===== src/hw/rtl/pidcaw_pkg.sv =====
// Shared widths, control-word types and microcode for the clamped PID controller.
`default_nettype none

package pidcaw_pkg;

    localparam int FRAC_BITS_DEF = 16;

    localparam int LEVEL_W  = 18;
    localparam int ERR_W    = 19;
    localparam int DIFF_W   = 20;
    localparam int DRIVE_W  = 17;
    localparam int GAIN_W   = 32;
    localparam int PER_W    = 24;
    localparam int INT_W    = 40;
    localparam int DER_W    = 36;
    localparam int SPLIT_W  = 20;
    localparam int MUL_A_W  = 32;
    localparam int MUL_B_W  = 25;
    localparam int PROD_W   = MUL_A_W + MUL_B_W;
    localparam int ACC_W    = 72;
    localparam int TERM_SAT = 36;
    localparam int TERM_W   = TERM_SAT + 2;
    localparam int SUM_W    = 40;
    localparam int DER_SHIFT = 8;

    localparam int S_DATA_W = 24;
    localparam int M_DATA_W = 40;
    localparam int M_PAD_W  = M_DATA_W - DRIVE_W - ERR_W;

    localparam int APB_AW = 5;
    localparam int APB_DW = 32;
    localparam int REG_IDX_W = 3;

    localparam logic [REG_IDX_W-1:0] REG_SETPOINT = 3'd0;
    localparam logic [REG_IDX_W-1:0] REG_GAIN_P   = 3'd1;
    localparam logic [REG_IDX_W-1:0] REG_GAIN_I   = 3'd2;
    localparam logic [REG_IDX_W-1:0] REG_GAIN_D   = 3'd3;
    localparam logic [REG_IDX_W-1:0] REG_PERIOD   = 3'd4;
    localparam logic [REG_IDX_W-1:0] REG_INV_PER  = 3'd5;

    localparam logic [PER_W-1:0] PERIOD_RESET  = 24'd65536;
    localparam logic [PER_W-1:0] INV_PER_RESET = 24'd256;

    typedef enum logic [2:0] {
        MUL_ESP,
        MUL_DIP,
        MUL_GPE,
        MUL_GIH,
        MUL_GIL,
        MUL_GDH,
        MUL_GDL
    } t_mul_sel;

    typedef enum logic [1:0] {
        ACC_NONE,
        ACC_LOAD,
        ACC_LOAD_HI,
        ACC_ADD
    } t_acc_op;

    typedef enum logic [1:0] {
        SUM_NONE,
        SUM_LOAD,
        SUM_ADD
    } t_sum_op;

    typedef enum logic [1:0] {
        COND_NONE,
        COND_IN_WAIT,
        COND_OUT_BUSY
    } t_cond;

    localparam int STEP_W = 4;

    localparam logic [STEP_W-1:0] ST_TAKE    = 4'd0;
    localparam logic [STEP_W-1:0] ST_MUL_ESP = 4'd1;
    localparam logic [STEP_W-1:0] ST_INT     = 4'd2;
    localparam logic [STEP_W-1:0] ST_DER     = 4'd3;
    localparam logic [STEP_W-1:0] ST_ACC_P   = 4'd4;
    localparam logic [STEP_W-1:0] ST_TERM_P  = 4'd5;
    localparam logic [STEP_W-1:0] ST_ACC_I   = 4'd6;
    localparam logic [STEP_W-1:0] ST_TERM_I  = 4'd7;
    localparam logic [STEP_W-1:0] ST_ACC_D   = 4'd8;
    localparam logic [STEP_W-1:0] ST_TERM_D  = 4'd9;
    localparam logic [STEP_W-1:0] ST_FINISH  = 4'd10;

    typedef struct packed {
        t_mul_sel          mul_sel;
        t_acc_op           acc_op;
        t_sum_op           sum_op;
        logic              int_upd;
        logic              der_upd;
        logic              take;
        logic              finish;
        t_cond             cond;
        logic [STEP_W-1:0] next_step;
    } t_uop;

    function automatic t_uop f_ucode(input logic [STEP_W-1:0] step);
        t_uop w;
        w.mul_sel   = MUL_ESP;
        w.acc_op    = ACC_NONE;
        w.sum_op    = SUM_NONE;
        w.int_upd   = 1'b0;
        w.der_upd   = 1'b0;
        w.take      = 1'b0;
        w.finish    = 1'b0;
        w.cond      = COND_NONE;
        w.next_step = step + 1'b1;
        case (step)
            ST_TAKE: begin
                w.take = 1'b1;
                w.cond = COND_IN_WAIT;
            end
            ST_MUL_ESP: begin
                w.mul_sel = MUL_ESP;
            end
            ST_INT: begin
                w.mul_sel = MUL_DIP;
                w.int_upd = 1'b1;
            end
            ST_DER: begin
                w.mul_sel = MUL_GPE;
                w.der_upd = 1'b1;
            end
            ST_ACC_P: begin
                w.mul_sel = MUL_GIH;
                w.acc_op  = ACC_LOAD;
            end
            ST_TERM_P: begin
                w.mul_sel = MUL_GIL;
                w.acc_op  = ACC_LOAD_HI;
                w.sum_op  = SUM_LOAD;
            end
            ST_ACC_I: begin
                w.mul_sel = MUL_GDH;
                w.acc_op  = ACC_ADD;
            end
            ST_TERM_I: begin
                w.mul_sel = MUL_GDL;
                w.acc_op  = ACC_LOAD_HI;
                w.sum_op  = SUM_ADD;
            end
            ST_ACC_D: begin
                w.acc_op = ACC_ADD;
            end
            ST_TERM_D: begin
                w.sum_op = SUM_ADD;
            end
            ST_FINISH: begin
                w.finish    = 1'b1;
                w.cond      = COND_OUT_BUSY;
                w.next_step = ST_TAKE;
            end
            default: begin
                w.next_step = ST_TAKE;
            end
        endcase
        return w;
    endfunction

endpackage

`default_nettype wire


===== src/hw/rtl/pidcaw_seq.sv =====
// Microcode sequencer: step counter, control-word table and wait conditions.
`default_nettype none

module pidcaw_seq
    import pidcaw_pkg::*;
(
    input  wire logic i_clk,
    input  wire logic i_rst_n,
    input  wire logic i_in_valid,
    input  wire logic i_out_busy,
    output t_uop      o_uop,
    output logic      o_exec,
    output logic      o_in_ready
);

    logic [STEP_W-1:0] r_step;
    logic [STEP_W-1:0] n_step;

    assign o_uop = f_ucode(r_step);

    always_comb begin
        case (o_uop.cond)
            COND_NONE:     o_exec = 1'b1;
            COND_IN_WAIT:  o_exec = i_in_valid;
            COND_OUT_BUSY: o_exec = !i_out_busy;
            default:       o_exec = 1'b1;
        endcase
    end

    assign o_in_ready = (o_uop.cond == COND_IN_WAIT);

    always_comb begin
        n_step = o_exec ? o_uop.next_step : r_step;
    end

    always_ff @(posedge i_clk) begin
        if (!i_rst_n) begin
            r_step <= ST_TAKE;
        end else begin
            r_step <= n_step;
        end
    end

endmodule

`default_nettype wire


===== src/hw/rtl/pidcaw_datapath.sv =====
// Datapath with one shared multiplier, accumulator and controller state.
`default_nettype none

module pidcaw_datapath
    import pidcaw_pkg::*;
(
    input  wire logic                      i_clk,
    input  wire logic                      i_rst_n,
    input  wire t_uop                      i_uop,
    input  wire logic                      i_exec,
    input  wire logic [LEVEL_W-1:0]        i_level,
    input  wire logic [LEVEL_W-1:0]        i_setpoint,
    input  wire logic signed [GAIN_W-1:0]  i_gain_p,
    input  wire logic signed [GAIN_W-1:0]  i_gain_i,
    input  wire logic signed [GAIN_W-1:0]  i_gain_d,
    input  wire logic [PER_W-1:0]          i_period,
    input  wire logic [PER_W-1:0]          i_inv_period,
    output logic [DRIVE_W-1:0]             o_drive,
    output logic signed [ERR_W-1:0]        o_err,
    output logic                           o_integrating
);

    localparam int FRAC_BITS = FRAC_BITS_DEF;
    localparam int DRV_W     = FRAC_BITS + 1;
    localparam int INT_SUM_W = PROD_W + 1;

    localparam logic signed [INT_SUM_W-1:0] INT_HI =
        (INT_SUM_W'(1) <<< (INT_W - 1)) - INT_SUM_W'(1);
    localparam logic signed [INT_SUM_W-1:0] INT_LO = -(INT_SUM_W'(1) <<< (INT_W - 1));
    localparam logic signed [ACC_W-1:0] TLIM_HI = ACC_W'(1) <<< TERM_SAT;
    localparam logic signed [ACC_W-1:0] TLIM_LO = -(ACC_W'(1) <<< TERM_SAT);
    localparam logic signed [SUM_W-1:0] ONE_S = SUM_W'(1) <<< FRAC_BITS;
    localparam logic [DRV_W-1:0] ONE_D = DRV_W'(1) << FRAC_BITS;

    logic signed [ERR_W-1:0]     r_err;
    logic signed [ERR_W-1:0]     r_prev_err;
    logic [DRV_W-1:0]            r_prev_drive;
    logic signed [INT_W-1:0]     r_integ;
    logic signed [DER_W-1:0]     r_deriv;
    logic signed [PROD_W-1:0]    r_prod;
    logic signed [ACC_W-1:0]     r_acc;
    logic signed [SUM_W-1:0]     r_sum;
    logic                        r_integrating;

    logic signed [ERR_W-1:0]     n_err;
    logic signed [DIFF_W-1:0]    err_diff;
    logic signed [MUL_A_W-1:0]   mul_a;
    logic signed [MUL_B_W-1:0]   mul_b;
    logic signed [SPLIT_W-1:0]   integ_hi;
    logic signed [DER_W-SPLIT_W-1:0] deriv_hi;
    logic signed [PROD_W-1:0]    prod_sh;
    logic signed [INT_SUM_W-1:0] int_sum;
    logic signed [INT_W-1:0]     int_sat;
    logic signed [ACC_W-1:0]     acc_sh;
    logic signed [TERM_W-1:0]    term;
    logic [DRV_W-1:0]            drive_c;

    assign n_err    = $signed({1'b0, i_setpoint}) - $signed({1'b0, i_level});
    assign err_diff = DIFF_W'(r_err) - DIFF_W'(r_prev_err);
    assign integ_hi = r_integ[INT_W-1:SPLIT_W];
    assign deriv_hi = r_deriv[DER_W-1:SPLIT_W];

    always_comb begin
        case (i_uop.mul_sel)
            MUL_ESP: begin
                mul_a = MUL_A_W'(r_err);
                mul_b = $signed({1'b0, i_period});
            end
            MUL_DIP: begin
                mul_a = MUL_A_W'(err_diff);
                mul_b = $signed({1'b0, i_inv_period});
            end
            MUL_GPE: begin
                mul_a = i_gain_p;
                mul_b = MUL_B_W'(r_err);
            end
            MUL_GIH: begin
                mul_a = i_gain_i;
                mul_b = MUL_B_W'(integ_hi);
            end
            MUL_GIL: begin
                mul_a = i_gain_i;
                mul_b = $signed({{(MUL_B_W-SPLIT_W){1'b0}}, r_integ[SPLIT_W-1:0]});
            end
            MUL_GDH: begin
                mul_a = i_gain_d;
                mul_b = MUL_B_W'(deriv_hi);
            end
            MUL_GDL: begin
                mul_a = i_gain_d;
                mul_b = $signed({{(MUL_B_W-SPLIT_W){1'b0}}, r_deriv[SPLIT_W-1:0]});
            end
            default: begin
                mul_a = MUL_A_W'(r_err);
                mul_b = $signed({1'b0, i_period});
            end
        endcase
    end

    always_comb begin
        prod_sh = r_prod >>> FRAC_BITS;
        int_sum = INT_SUM_W'(r_integ) + INT_SUM_W'(prod_sh);
        if (int_sum > INT_HI) begin
            int_sat = INT_W'(INT_HI);
        end else if (int_sum < INT_LO) begin
            int_sat = INT_W'(INT_LO);
        end else begin
            int_sat = int_sum[INT_W-1:0];
        end
    end

    always_comb begin
        acc_sh = r_acc >>> FRAC_BITS;
        if (acc_sh > TLIM_HI) begin
            term = TERM_W'(TLIM_HI);
        end else if (acc_sh < TLIM_LO) begin
            term = TERM_W'(TLIM_LO);
        end else begin
            term = acc_sh[TERM_W-1:0];
        end
    end

    always_comb begin
        if (r_sum < 0) begin
            drive_c = '0;
        end else if (r_sum > ONE_S) begin
            drive_c = ONE_D;
        end else begin
            drive_c = r_sum[DRV_W-1:0];
        end
    end

    assign o_drive       = DRIVE_W'(drive_c);
    assign o_err         = r_err;
    assign o_integrating = r_integrating;

    always_ff @(posedge i_clk) begin
        r_prod <= mul_a * mul_b;
        if (i_exec && i_uop.take) begin
            r_err <= n_err;
        end
        if (i_exec && i_uop.der_upd) begin
            r_deriv <= DER_W'(r_prod >>> DER_SHIFT);
        end
        case (i_uop.acc_op)
            ACC_NONE:    r_acc <= r_acc;
            ACC_LOAD:    r_acc <= ACC_W'(r_prod);
            ACC_LOAD_HI: r_acc <= ACC_W'(r_prod) <<< SPLIT_W;
            ACC_ADD:     r_acc <= r_acc + ACC_W'(r_prod);
            default:     r_acc <= r_acc;
        endcase
        case (i_uop.sum_op)
            SUM_NONE: r_sum <= r_sum;
            SUM_LOAD: r_sum <= SUM_W'(term);
            SUM_ADD:  r_sum <= r_sum + SUM_W'(term);
            default:  r_sum <= r_sum;
        endcase
    end

    always_ff @(posedge i_clk) begin
        if (!i_rst_n) begin
            r_prev_err    <= '0;
            r_prev_drive  <= '0;
            r_integ       <= '0;
            r_integrating <= 1'b0;
        end else begin
            if (i_exec && i_uop.take) begin
                r_integrating <= (r_prev_drive != '0) && (r_prev_drive < ONE_D);
            end
            if (i_exec && i_uop.int_upd && r_integrating) begin
                r_integ <= int_sat;
            end
            if (i_exec && i_uop.finish) begin
                r_prev_err   <= r_err;
                r_prev_drive <= drive_c;
            end
        end
    end

endmodule

`default_nettype wire


===== src/hw/rtl/pid_controller_clamped_antiwindup.sv =====
// Top level of the clamped PID controller with conditional anti-windup.
`default_nettype none

// Each accepted level sample produces one result transaction carrying the clamped
// drive, the control error and a flag that tells whether the integral was updated.
// After the accept step the microcode sequencer runs ten steps to a loaded result
// (the last one waits while the output is busy), and seven of them feed the one
// shared 32 x 25 multiplier that forms the integral increment, the derivative and
// the three gain products. The result sits in an output register, so the next
// sample is accepted as soon as the program returns to its first step, even while
// the previous result still waits. The user must write configuration through the
// APB port only while no sample is in flight; the block does not enforce this.

module pid_controller_clamped_antiwindup
    import pidcaw_pkg::*;
(
    input  wire logic                  i_clk,
    input  wire logic                  i_rst_n,
    input  wire logic                  s_axis_tvalid,
    output logic                       s_axis_tready,
    // [17:0] measured_level
    input  wire logic [S_DATA_W-1:0]   s_axis_tdata,
    output logic                       m_axis_tvalid,
    input  wire logic                  m_axis_tready,
    // [16:0] drive, [35:17] control_error
    output logic [M_DATA_W-1:0]        m_axis_tdata,
    // [0] integrating
    output logic                       m_axis_tuser,
    input  wire logic                  psel,
    input  wire logic                  penable,
    input  wire logic                  pwrite,
    input  wire logic [APB_AW-1:0]     paddr,
    input  wire logic [APB_DW-1:0]     pwdata,
    output logic [APB_DW-1:0]          prdata,
    output logic                       pready
);

    logic [LEVEL_W-1:0]        r_setpoint;
    logic signed [GAIN_W-1:0]  r_gain_p;
    logic signed [GAIN_W-1:0]  r_gain_i;
    logic signed [GAIN_W-1:0]  r_gain_d;
    logic [PER_W-1:0]          r_period;
    logic [PER_W-1:0]          r_inv_period;

    logic                      r_m_valid;
    logic [DRIVE_W-1:0]        r_m_drive;
    logic signed [ERR_W-1:0]   r_m_err;
    logic                      r_m_integ;

    t_uop                      uop;
    logic                      exec;
    logic                      out_busy;
    logic                      cfg_wr;
    logic [REG_IDX_W-1:0]      reg_idx;
    logic [DRIVE_W-1:0]        dp_drive;
    logic signed [ERR_W-1:0]   dp_err;
    logic                      dp_integ;

    assign pready   = 1'b1;
    assign reg_idx  = paddr[APB_AW-1:2];
    assign cfg_wr   = psel && penable && pwrite && pready;
    assign out_busy = r_m_valid && !m_axis_tready;

    always_ff @(posedge i_clk) begin
        if (!i_rst_n) begin
            r_setpoint   <= '0;
            r_gain_p     <= '0;
            r_gain_i     <= '0;
            r_gain_d     <= '0;
            r_period     <= PERIOD_RESET;
            r_inv_period <= INV_PER_RESET;
        end else if (cfg_wr) begin
            case (reg_idx)
                REG_SETPOINT: r_setpoint   <= pwdata[LEVEL_W-1:0];
                REG_GAIN_P:   r_gain_p     <= pwdata;
                REG_GAIN_I:   r_gain_i     <= pwdata;
                REG_GAIN_D:   r_gain_d     <= pwdata;
                REG_PERIOD:   r_period     <= pwdata[PER_W-1:0];
                REG_INV_PER:  r_inv_period <= pwdata[PER_W-1:0];
                default: begin
                end
            endcase
        end
    end

    always_comb begin
        case (reg_idx)
            REG_SETPOINT: prdata = APB_DW'(r_setpoint);
            REG_GAIN_P:   prdata = r_gain_p;
            REG_GAIN_I:   prdata = r_gain_i;
            REG_GAIN_D:   prdata = r_gain_d;
            REG_PERIOD:   prdata = APB_DW'(r_period);
            REG_INV_PER:  prdata = APB_DW'(r_inv_period);
            default:      prdata = '0;
        endcase
    end

    pidcaw_seq u_seq (
        .i_clk      (i_clk),
        .i_rst_n    (i_rst_n),
        .i_in_valid (s_axis_tvalid),
        .i_out_busy (out_busy),
        .o_uop      (uop),
        .o_exec     (exec),
        .o_in_ready (s_axis_tready)
    );

    pidcaw_datapath u_datapath (
        .i_clk         (i_clk),
        .i_rst_n       (i_rst_n),
        .i_uop         (uop),
        .i_exec        (exec),
        .i_level       (s_axis_tdata[LEVEL_W-1:0]),
        .i_setpoint    (r_setpoint),
        .i_gain_p      (r_gain_p),
        .i_gain_i      (r_gain_i),
        .i_gain_d      (r_gain_d),
        .i_period      (r_period),
        .i_inv_period  (r_inv_period),
        .o_drive       (dp_drive),
        .o_err         (dp_err),
        .o_integrating (dp_integ)
    );

    always_ff @(posedge i_clk) begin
        if (!i_rst_n) begin
            r_m_valid <= 1'b0;
        end else if (exec && uop.finish) begin
            r_m_valid <= 1'b1;
        end else if (m_axis_tready) begin
            r_m_valid <= 1'b0;
        end
    end

    always_ff @(posedge i_clk) begin
        if (exec && uop.finish) begin
            r_m_drive <= dp_drive;
            r_m_err   <= dp_err;
            r_m_integ <= dp_integ;
        end
    end

    assign m_axis_tvalid = r_m_valid;
    assign m_axis_tdata  = {{M_PAD_W{1'b0}}, r_m_err, r_m_drive};
    assign m_axis_tuser  = r_m_integ;

`ifndef SYNTHESIS
    a_accept_leaves_wait: assert property (@(posedge i_clk) disable iff (!i_rst_n)
        (s_axis_tvalid && s_axis_tready) |=> !s_axis_tready)
        else $error("sequencer stayed in its wait step after a transaction");

    a_finish_loads_output: assert property (@(posedge i_clk) disable iff (!i_rst_n)
        (exec && uop.finish) |=> m_axis_tvalid)
        else $error("finished sample did not produce a result transaction");

    a_no_result_overwrite: assert property (@(posedge i_clk) disable iff (!i_rst_n)
        (m_axis_tvalid && !m_axis_tready) |-> !(exec && uop.finish))
        else $error("pending result overwritten before its transaction");
`endif

endmodule

`default_nettype wire

===== config.mk =====
export PLATFORM = sky130hd
export DESIGN_NAME = pid_controller_clamped_antiwindup
export DESIGN_NICKNAME = d
export VERILOG_FILES = /design/src/hw/rtl/pidcaw_pkg.sv /design/src/hw/rtl/pidcaw_seq.sv /design/src/hw/rtl/pidcaw_datapath.sv /design/src/hw/rtl/pid_controller_clamped_antiwindup.sv
export SDC_FILE = /design/constraint.sdc
export NUM_CORES = 2
export LEC_CHECK = 0
export BUFFER_PORTS_ARGS = -buffer_cell sky130_fd_sc_hd__buf_4
export CAP_MARGIN = 40
export CORE_UTILIZATION = 35
export CTS_CLUSTER_SIZE = 30
export DETAILED_ROUTE_END_ITERATION = 6
export PLACE_DENSITY_LB_ADDON = 0.15
export SLEW_MARGIN = 20
export SYNTH_ARGS = -nofsm -noshare
export SYNTH_HDL_FRONTEND = slang
export SYNTH_HIERARCHICAL = 1
export SYNTH_SLANG_ARGS = --single-unit

===== constraint.sdc =====
create_clock -name i_clk -period 14.1 [get_ports i_clk]
set_clock_uncertainty 0.2 [all_clocks]
set_input_delay 0.705 -clock i_clk [delete_from_list [all_inputs] [get_ports i_clk]]
set_output_delay 0.705 -clock i_clk [all_outputs]
set_load 0.02 [all_outputs]

==> reports/metrics.csv <==
stage,metric,value,unit
outcome,status,"complete, no violations",
die,Die X,416,um
timing,final hold vios,0,
drt,Via density,5.41,
final_layout,Syn-to-layout area delta,10.8,%
synthesis,Cells after Synth,6685,
drt,via count,48800,
placement,post-DP HPWL,172,mm
grt,largest net degree at the start of global routing,98,
grt,global-route wire length before repair,327,mm
die,I/O pins,144,
die,# rows,151,
timing,Period minus WS final,12.72,ns
setup_path,"Arr. time, crit path",13.13,ns
final_layout,nets,7996,
timing,Fmax,0.0786,GHz
timing,final period utilization,0.902,
grt,vias in the first global route,49100,
timing,Final setup violation count,0,
job,MaxCap Viol Count,0,
clock_network,post_cts resized,0,
setup_path,Worst EP required,14.51,ns
clock_network,"Clk Latency, worst-skew pair",0.71,ns
clock_network,Clock Tree Root,clkbuf_16,
final_layout,final core occ,0.391,
setup_path,CP Launch Type,flip-flop,
final_layout,Fillers,17200,
grt,Overflow after GRT,0,
clock_network,postcts setup bufs,0,
drt,drt first pass iters,6,
die,Core Area,170000,um^2
drt,Iteration-0 DRC Markers,4269,
clock_network,CTS tree,done,
placement,routability-driven placement congestion ratio,0.919,
setup_path,CP max stage delay,0.93,ns
synthesis,synthesized area,59900,um^2
timing,max-slew headroom at the worst pin,0.325,
clock_network,clk sinks,505,
timing,total negative slack,0,ns
placement,# port buffers,130,
grt,total global-route track usage,0.253,
timing,unrepaired setup endpoints after global routing,false,
setup_path,"Largest delay share family, worst path",adder cells,
setup_path,CP Buf/Inv Count,6,
setup_path,"Top cell by count, worst path",fa_1,
clock_network,hold buffers post-CTS,0,
timing,max-slew violation count,0,
drt,routed len/inst,24.2,um
setup_path,Slowest cell on crit path,o32ai_1,
final_layout,layout cells sized above 1,0.0920,
clock_network,CTS Buf Count,68,
hold_path,Hold Path Class,in -> reg,
grt,antenna violations before repair,16,
setup_path,CP endpoint kind,flip-flop,
die,Initial Util,0.353,
drt,Detail Route Antenna Nets,0,
synthesis,synthesized area per cell,8.96,um^2
clock_network,"CTS clk-pin slew, worst paths",0.06,ns
drt,DRC,0,
synthesis,Ys Warns,6,
die,Die Y,416,um
die,Die Area,173000,um^2
setup_path,Crit Path Max Fanout,17,
timing,Worst-Margin Slew,1.01,ns
clock_network,Clock H-tree levels,3,
drt,total wire length,218,mm
clock_network,Longest Clk Path Bufs,3,
setup_path,Crit Path Class,reg -> reg,
worst register-to-register path: cells and delay by family, from the launching register on:
family | cells | cell delay [ns]
adders and majority gates | 9 | 4.20
AOI/OAI and AO/OA | 11 | 4.14
and+or+nand+nor | 7 | 2.72
buffers and inverters | 6 | 0.89
DFF | 1 | 0.35
xor gates and xnor gates | 1 | 0.14
metrics by stage:
stage / instances / hold slack, ns / setup WS (ns) / cell area, um^2
after floorplan: 6688 / 0.241 / 4.28 / 59900
after global placement: 8873 / 0.252 / 1.59 / 63600
after detailed placement: 8899 / 0.257 / 1.57 / 64000
after CTS: 9025 / 0.0742 / 1.54 / 66300
after global routing: 9031 / 0.115 / 0.653 / 66400
final: 9032 / 0.119 / 1.38 / 66400
registers in the layout, indices dropped and copies added, names as in the netlist, 19 cells and up:
| signal | flops |
|---|---|
| r_period | 24 |
| u_datapath/o_err | 19 |
| r_m_err | 19 |
| r_gain_d | 32 |
| r_gain_p | 32 |
| u_datapath/r_integ | 40 |
| u_datapath/r_prod | 57 |
| u_datapath/r_prev_err | 19 |
| u_datapath/r_acc | 72 |
| r_inv_period | 24 |
| r_gain_i | 32 |
| u_datapath/r_sum | 40 |
| u_datapath/r_deriv | 36 |
path summary, 6_finish.rpt:
kind	start	endpoint	slack, ns	cells past startpoint
setup / recovery	u_seq/r_step[0]	u_datapath/r_prod[53]	1.38	34
hold / removal	pwdata[28]	r_gain_p[28]	0.12	3
setup reg to reg	u_seq/r_step[0]	u_datapath/r_prod[53]	1.38	34
hold reg to reg	u_datapath/r_prev_drive[12]	u_datapath/r_prev_drive[12]	0.26	2
cell usage in the layout (no fill, tap or decap), types with 24 or more instances in the layout:
cell       instances
nor4_1            32
nand3_1           55
mux2i_1          247
or2_2             31
xor2_1            74
edfxtp_1         204
nor2_1           583
inv_1            904
o21ai_0          237
a21oi_1          324
a31oi_1           27
nand2b_1          45
nand4_1           39
a211oi_1          24
nand2_1          932
fa_1             824
a221oi_1          24
a21oi_2           33
dfxtp_1          300
a21boi_0          53
nor2b_1           41
clkbuf_16         69
o21bai_1          30
ha_1             348
o211ai_1          26
mux2_2            65
a21o_1           126
a22oi_1           41
o21a_1            47
o22ai_1           35
xnor2_1          149
buf_4            295
and2_1            92
nor3_1            60
and3_1            32
cell type report:
class | instances | area (um^2) | share of cell area
Antenna cell | 2 | 5.00 | 0.0000754
Clock buffer | 91 | 1890 | 0.0285
Clock inverter | 35 | 452 | 0.00680
Inverter | 906 | 3400 | 0.0512
Multi-Input combinational cell | 4955 | 43100 | 0.649
Sequential cell | 505 | 12200 | 0.183
Tap cell | 2218 | 2780 | 0.0418
Timing Repair Buffer | 320 | 2640 | 0.0398
metal layers:
metal | vias to the layer above | share of wire | GRT usage
met5 | - | 0.000055 | 0
met4 | 2 | 0.039 | 0.0882
met3 | 304 | 0.068 | 0.0378
met2 | 1653 | 0.44 | 0.392
met1 | 24700 | 0.45 | 0.357
li1 | 22100 | - | -
Power is not shown: default switching activity piles up to over one toggle a cycle in this logic, so the estimate is an artifact.
